`config.mk`:
```
export PLATFORM = sky130hd
export DESIGN_NAME = tdm_frame_sample_deframer_core
export DESIGN_NICKNAME = d
export VERILOG_FILES = /design/src/hdl/tfsd_pkg.sv /design/src/hdl/tdm_frame_sample_deframer_core.sv
export SDC_FILE = /design/constraint.sdc
export NUM_CORES = 1
export LEC_CHECK = 0
export BUFFER_PORTS_ARGS = -buffer_cell sky130_fd_sc_hd__buf_4
export CAP_MARGIN = 5
export CORE_AREA = 2 2 264 266
export CTS_CLUSTER_SIZE = 40
export DETAILED_ROUTE_END_ITERATION = 7
export DIE_AREA = 0 0 266 268
export MAX_ROUTING_LAYER = met4
export PLACE_DENSITY = 0.46
export SETUP_SLACK_MARGIN = 0.05
export SYNTH_ARGS = -nofsm -noshare
export SYNTH_HDL_FRONTEND = slang
export SYNTH_SLANG_ARGS = --single-unit
```
`constraint.sdc`:
```
create_clock -name clk_i -period 6 [get_ports clk_i]
set_input_delay 0.3 -clock clk_i [delete_from_list [all_inputs] [get_ports clk_i]]
set_output_delay 0.3 -clock clk_i [all_outputs]
set_load 0.1 [all_outputs]
```
`src/hdl/tfsd_pkg.sv`:
```
// shared constants for the tdm frame sample deframer
package tfsd_pkg;

  localparam int unsigned NumChan = 8;
  localparam int unsigned ChanW   = 24;
  localparam int unsigned WordW   = 32;
  localparam int unsigned HistW   = 8;

  // sync history codes, one per word slot of the frame
  localparam logic [HistW-1:0] HistSlot1 = 8'h03;
  localparam logic [HistW-1:0] HistSlot2 = 8'h07;
  localparam logic [HistW-1:0] HistSlot3 = 8'h0f;
  localparam logic [HistW-1:0] HistSlot4 = 8'h1f;
  localparam logic [HistW-1:0] HistSlot5 = 8'h3f;
  localparam logic [HistW-1:0] HistSlot6 = 8'h7f;
  localparam logic [HistW-1:0] HistSlot7 = 8'hff;

  typedef logic [ChanW-1:0] chan_t;

endpackage

```
`src/hdl/tdm_frame_sample_deframer_core.sv`:
```
// tdm frame deframer: splits 32-bit serial words into eight signed 24-bit channel samples
//
// Each beat carries one received 32-bit word and the frame-sync level sampled with it.
// The level is shifted into an 8-bit sync history; while the history reads 0x03, 0x07,
// 0x0f, 0x1f, 0x3f, 0x7f or 0xff the word is cut into fixed fields and spliced into eight
// 24-bit channel accumulators. When the history reaches 0xff one beat with all eight
// samples leaves on the output channel; with sync held high every further word emits
// again. A word is taken every cycle unless the input stalls. The splice is a single
// level of muxing into the accumulators and the result register, so a beat passes
// the input register, then the result register. The input stalls only while the result
// register is full and stalled and the waiting word would have to advance.
module tdm_frame_sample_deframer_core
  import tfsd_pkg::*;
(
  input  logic                    clk_i,
  input  logic                    rst_ni,
  input  logic                    in_valid_i,
  output logic                    in_stall_o,
  input  logic [WordW-1:0]        word_i,
  input  logic                    fsync_level_i,
  output logic                    out_valid_o,
  input  logic                    out_stall_i,
  output logic signed [ChanW-1:0] chan0_o,
  output logic signed [ChanW-1:0] chan1_o,
  output logic signed [ChanW-1:0] chan2_o,
  output logic signed [ChanW-1:0] chan3_o,
  output logic signed [ChanW-1:0] chan4_o,
  output logic signed [ChanW-1:0] chan5_o,
  output logic signed [ChanW-1:0] chan6_o,
  output logic signed [ChanW-1:0] chan7_o
);

  logic             s1_valid_q;
  logic [WordW-1:0] s1_word_q;
  logic             s1_lvl_q;

  logic [HistW-1:0] hist_q, hist_d;
  chan_t            acc_q [NumChan];
  chan_t            acc_d [NumChan];
  chan_t            res_q [NumChan];
  logic             out_valid_q;

  logic out_free;
  logic advance;
  logic emit;
  logic [WordW-1:0] w;

  assign out_free   = !out_valid_q || !out_stall_i;
  assign advance    = s1_valid_q && out_free;
  assign in_stall_o = s1_valid_q && !out_free;
  assign w          = s1_word_q;

  // splice the word into the accumulators for the current slot
  always_comb begin
    hist_d = {hist_q[HistW-2:0], s1_lvl_q};
    emit   = 1'b0;
    for (int i = 0; i < NumChan; i++) begin
      acc_d[i] = acc_q[i];
    end
    unique case (hist_d)
      HistSlot1: begin
        acc_d[0] = w[30:7];
        acc_d[1] = {w[6:0], 17'b0};
      end
      HistSlot2: begin
        acc_d[1] = acc_q[1] | {7'b0, w[31:15]};
        acc_d[2] = {w[14:0], 9'b0};
      end
      HistSlot3: begin
        acc_d[2] = acc_q[2] | {15'b0, w[31:23]};
        acc_d[3] = {w[22:0], 1'b0};
      end
      HistSlot4: begin
        acc_d[3] = acc_q[3] | {23'b0, w[31]};
        acc_d[4] = w[30:7];
        acc_d[5] = {w[6:0], 17'b0};
      end
      HistSlot5: begin
        acc_d[5] = acc_q[5] | {7'b0, w[31:15]};
        acc_d[6] = {w[14:0], 9'b0};
      end
      HistSlot6: begin
        acc_d[6] = acc_q[6] | {15'b0, w[31:23]};
        acc_d[7] = {w[22:0], 1'b0};
      end
      HistSlot7: begin
        acc_d[7] = acc_q[7] | {23'b0, w[31]};
        emit     = 1'b1;
      end
      default: begin
      end
    endcase
  end

  always_ff @(posedge clk_i or negedge rst_ni) begin
    if (!rst_ni) begin
      s1_valid_q  <= 1'b0;
      out_valid_q <= 1'b0;
      hist_q      <= '0;
      for (int i = 0; i < NumChan; i++) begin
        acc_q[i] <= '0;
      end
    end else begin
      if (!in_stall_o) begin
        s1_valid_q <= in_valid_i;
      end
      if (advance) begin
        hist_q <= hist_d;
        for (int i = 0; i < NumChan; i++) begin
          acc_q[i] <= acc_d[i];
        end
      end
      if (out_free) begin
        out_valid_q <= advance && emit;
      end
    end
  end

  always_ff @(posedge clk_i) begin
    if (!in_stall_o && in_valid_i) begin
      s1_word_q <= word_i;
      s1_lvl_q  <= fsync_level_i;
    end
    if (advance && emit) begin
      for (int i = 0; i < NumChan; i++) begin
        res_q[i] <= acc_d[i];
      end
    end
  end

  assign out_valid_o = out_valid_q;
  assign chan0_o     = res_q[0];
  assign chan1_o     = res_q[1];
  assign chan2_o     = res_q[2];
  assign chan3_o     = res_q[3];
  assign chan4_o     = res_q[4];
  assign chan5_o     = res_q[5];
  assign chan6_o     = res_q[6];
  assign chan7_o     = res_q[7];

endmodule

```
==> impl_metrics.csv <==
group,metric,value,unit
worst_setup_path,cp-start-kind,"flip-flop",
clock_tree,clkLatencyLatePin,0.58,ns
global_route,track_usage,13.3,%
sta,hold_viol_final,0,
floorplanning,rows,96,
global_route,antenna_found_initial,3,
worst_setup_path,rr_worst_depth,4,
synth,synthMuxAreaShare,18.5,%
finish,fin_nets,1349,
worst_setup_path,rrSetupSlack,2.85,ns
worst_setup_path,crit_path_max_fanout,49,
synth,yosys.area_share.simple,4.52,%
power_and_ir_drop,p_leak,9.11,nW
power_and_ir_drop,switching_share,23.4,%
finish,fillers,6732,
sta,fin_skew,0.0143,ns
power_and_ir_drop,vdd_drop_max,0.000212,V
worst_setup_path,worstPathRequired,6.45,ns
route,remaining_drc_errors,0,
synth,avgSynthCellArea,15.7,µm²
clock_tree,cts.path.max_buffers,3,
power_and_ir_drop,power_frac_comb,9.4,%
worst_setup_path,regToRegStartpoint,"hist_q[2]",
route,ant_nets,0,
worst_setup_path,max_stage_delay,0.74,ns
floorplanning,initial_core_util,24.9,%
sta,fin_crit,3.15,ns
sta,rsz0062_at_grt,"false",
floorplanning,coreArea,0.0682,mm²
power_and_ir_drop,p_switching,0.00173,W
synth,synth-edff-count,225,
sta,drv_slew,0,
place,io_buffers,230,
synth,ys_ff_latch,426,
route,first_pass_iters,5,
synth,ys_warn_count,0,
worst_setup_path,worstSetupPathType,"flip-flop to flip-flop",
power_and_ir_drop,p_int,0.00569,W
route,via_per_inst,4.44,
place,dp_hpwl,29100,µm
synth,synth_top_family_by_area,"multiplexers",
finish,syn2layout_area_growth,27.5,%
route,drt_iter0_drc,636,
clock_tree,cts_root_buf,"clkbuf_16",
synth,synth_compound_area_share,4.93,%
floorplanning,io_pins,231,
floorplanning,die_w,266,µm
synth,synth_xor_area_share,0,%
floorplanning,dieHeight,268,µm
power_and_ir_drop,clkPwrFrac,42.1,%
route,vias,9935,
finish,utilization,31.8,%
synth,synth.yosys.seq_area_share,69.3,%
synth,syn_inst,1084,
route,totalWireLength,46300,µm
finish,final_common_cell,"mux2_2",
sta,setup_viol_count_final,0,
synth,synth_fa_ha_area_share,0,%
clock_tree,tritoncts,"done",
worst_setup_path,path_cells,"and4_2 -> buf_4 -> nand3_4 -> mux2_2",
hold_path,holdCritPathClass,"input pin to asynchronous set/reset pin",
global_route,grt_start_max_net_pins,108,
worst_setup_path,crit_slowest_cell,"and4_2",
synth,synth_area,0.0170,mm²
synth,syn_nets,1121,
run,cap_viol_max_count,0,
place,place_congestion,0.743,
global_route,grt_pass1_wl,68100,µm
power_and_ir_drop,pwr-share-seq,48.5,%
synth,ys_types,34,
outcome,status,"finished clean",
worst_setup_path,cp.arrival,3.60,ns
finish,final_cell_mix,"mux2_2, buf_4, edfxtp_1",
clock_tree,h-tree-depth,2,
clock_tree,path_clk_slew,0.06,ns
clock_tree,cts.sink_count,426,
route,avgRoutedWirePerCell,20.7,µm
sta,max_freq,317,MHz
global_route,overflow,0,
worst_setup_path,r2r_end,"acc_q[94]",
power_and_ir_drop,power,0.00743,W
sta,worstMarginPinSlew,1.27,ns
floorplanning,die-area,0.0713,mm²
sta,slew_headroom,15.0,%
sta,fin_crit_sh,52.6,%
synth,synthFlopType,"edfxtp_1",
finish,drive_above_1_share,45.7,%
worst_setup_path,worstSetupEndpointType,"flip-flop",
global_route,first_global_vias,10200,
clock_tree,numCtsBuffers,50,
sta,final.setup.tns,0,ns
synth,async_reset_ff_share,47.2,%
power_and_ir_drop,p_per_area,343,mW/mm²
## logic make-up (layout without fill, tap and decap cells)
logic type,after synthesis,count (layout)
AOI/OAI and AO/OA,111,111
DFF,426,426
and+or+nand+nor,164,164
muxes,276,276
other,0,3
buffers and inverters,107,377
## final cells by class
class,count,area (µm²),area share (%)
Sequential cell,426,11800,54.4
Multi-Input combinational cell,551,4830,22.3
Timing Repair Buffer,282,2240,10.3
Clock buffer,68,1440,6.66
Tap cell,882,1100,5.09
Clock inverter,26,255,1.18
Antenna cell,3,7.51,0.0346
Inverter,1,3.75,0.0173
## synth_stat cells, types with 2 or more instances
library cell,count,area [µm²]
mux2_2,265,2980
edfxtp_1,225,6760
dfrtp_1,201,5030
nor2_1,109,409
clkbuf_1,72,270
a31oi_1,54,338
a41oi_1,54,473
nand2_1,24,90.1
buf_1,14,52.6
buf_2,13,65.1
mux2_4,10,150
nand3_1,6,30.0
and3_1,5,31.3
and2_1,4,25.0
buf_6,4,45.0
buf_4,3,22.5
and4b_1,2,20.0
nor3_4,2,32.5
nor4bb_1,2,20.0
## flip-flops by register name, summed over array words and instances, names as in the netlist
name	cells
res_q	192
out_valid_o	1
hist_q	7
s1_lvl_q	1
acc_q	192
s1_valid_q	1
s1_word_q	32
## how the worst max path moves through the flow
| stage | from | endpoint | slack, ns | cells past startpoint |
|---|---|---|---|---|
| 2_1_floorplan | out_valid_o | res_q[0][0] | 1.41 | 4 |
| 3_3_place_gp | out_valid_o | acc_q[190] | 2.91 | 5 |
| 3_5_place_dp | out_valid_o | acc_q[190] | 2.82 | 5 |
| 4_1_cts | out_valid_o | acc_q[190] | 2.80 | 5 |
| 5_1_grt | hist_q[2] | acc_q[73] | 2.65 | 4 |
| 6_report | hist_q[2] | acc_q[94] | 2.85 | 4 |
## power groups by stage
stage | clock [W] | sequential, W | combinational (W)
floorplan | 0 | 0.00355 | 0.000564
global placement | 0 | 0.00365 | 0.000676
detailed placement | 0 | 0.00366 | 0.000689
CTS | 0.00323 | 0.00361 | 0.000712
global route | 0.00335 | 0.00365 | 0.000780
finish | 0.00313 | 0.00360 | 0.000695
## metal layers
metal  track usage [%]  vias up  routed length [µm]
met5                 -        -                   0
met1              16.9     5083               20600
met3              3.34       81                2470
li1                  -     4530                   -
met2              21.1      241               22200
met4              3.57        0                 996
## worst max-delay path: cells and delay by family, from the launching register on
| kind | cells | cell delay [ns] |
|---|---|---|
| and+or+nand+nor | 2 | 1.39 |
| muxes | 1 | 0.50 |
| buffers and inverters | 1 | 0.55 |
| DFF | 1 | 0.55 |
## through the flow
step / instance area [µm²] / setup WS [ns] / std cells / hold slack (ns)
6_report: 21700 / 2.85 / 2239 / 0.325
5_1_grt: 21700 / 2.65 / 2239 / 0.364
4_1_cts: 21700 / 2.80 / 2236 / 0.352
3_5_place_dp: 19600 / 2.82 / 2106 / 0.402
3_3_place_gp: 19600 / 2.91 / 2106 / 0.399
2_1_floorplan: 17000 / 1.41 / 1084 / 0.00441
## timing repair
item,in CTS,in global routing
buffers inserted,0,0
resized for setup,0,0
hold buffers,36,0
hold endpoints to repair,129,0
Note: power is estimated with default switching activity, not from simulation.
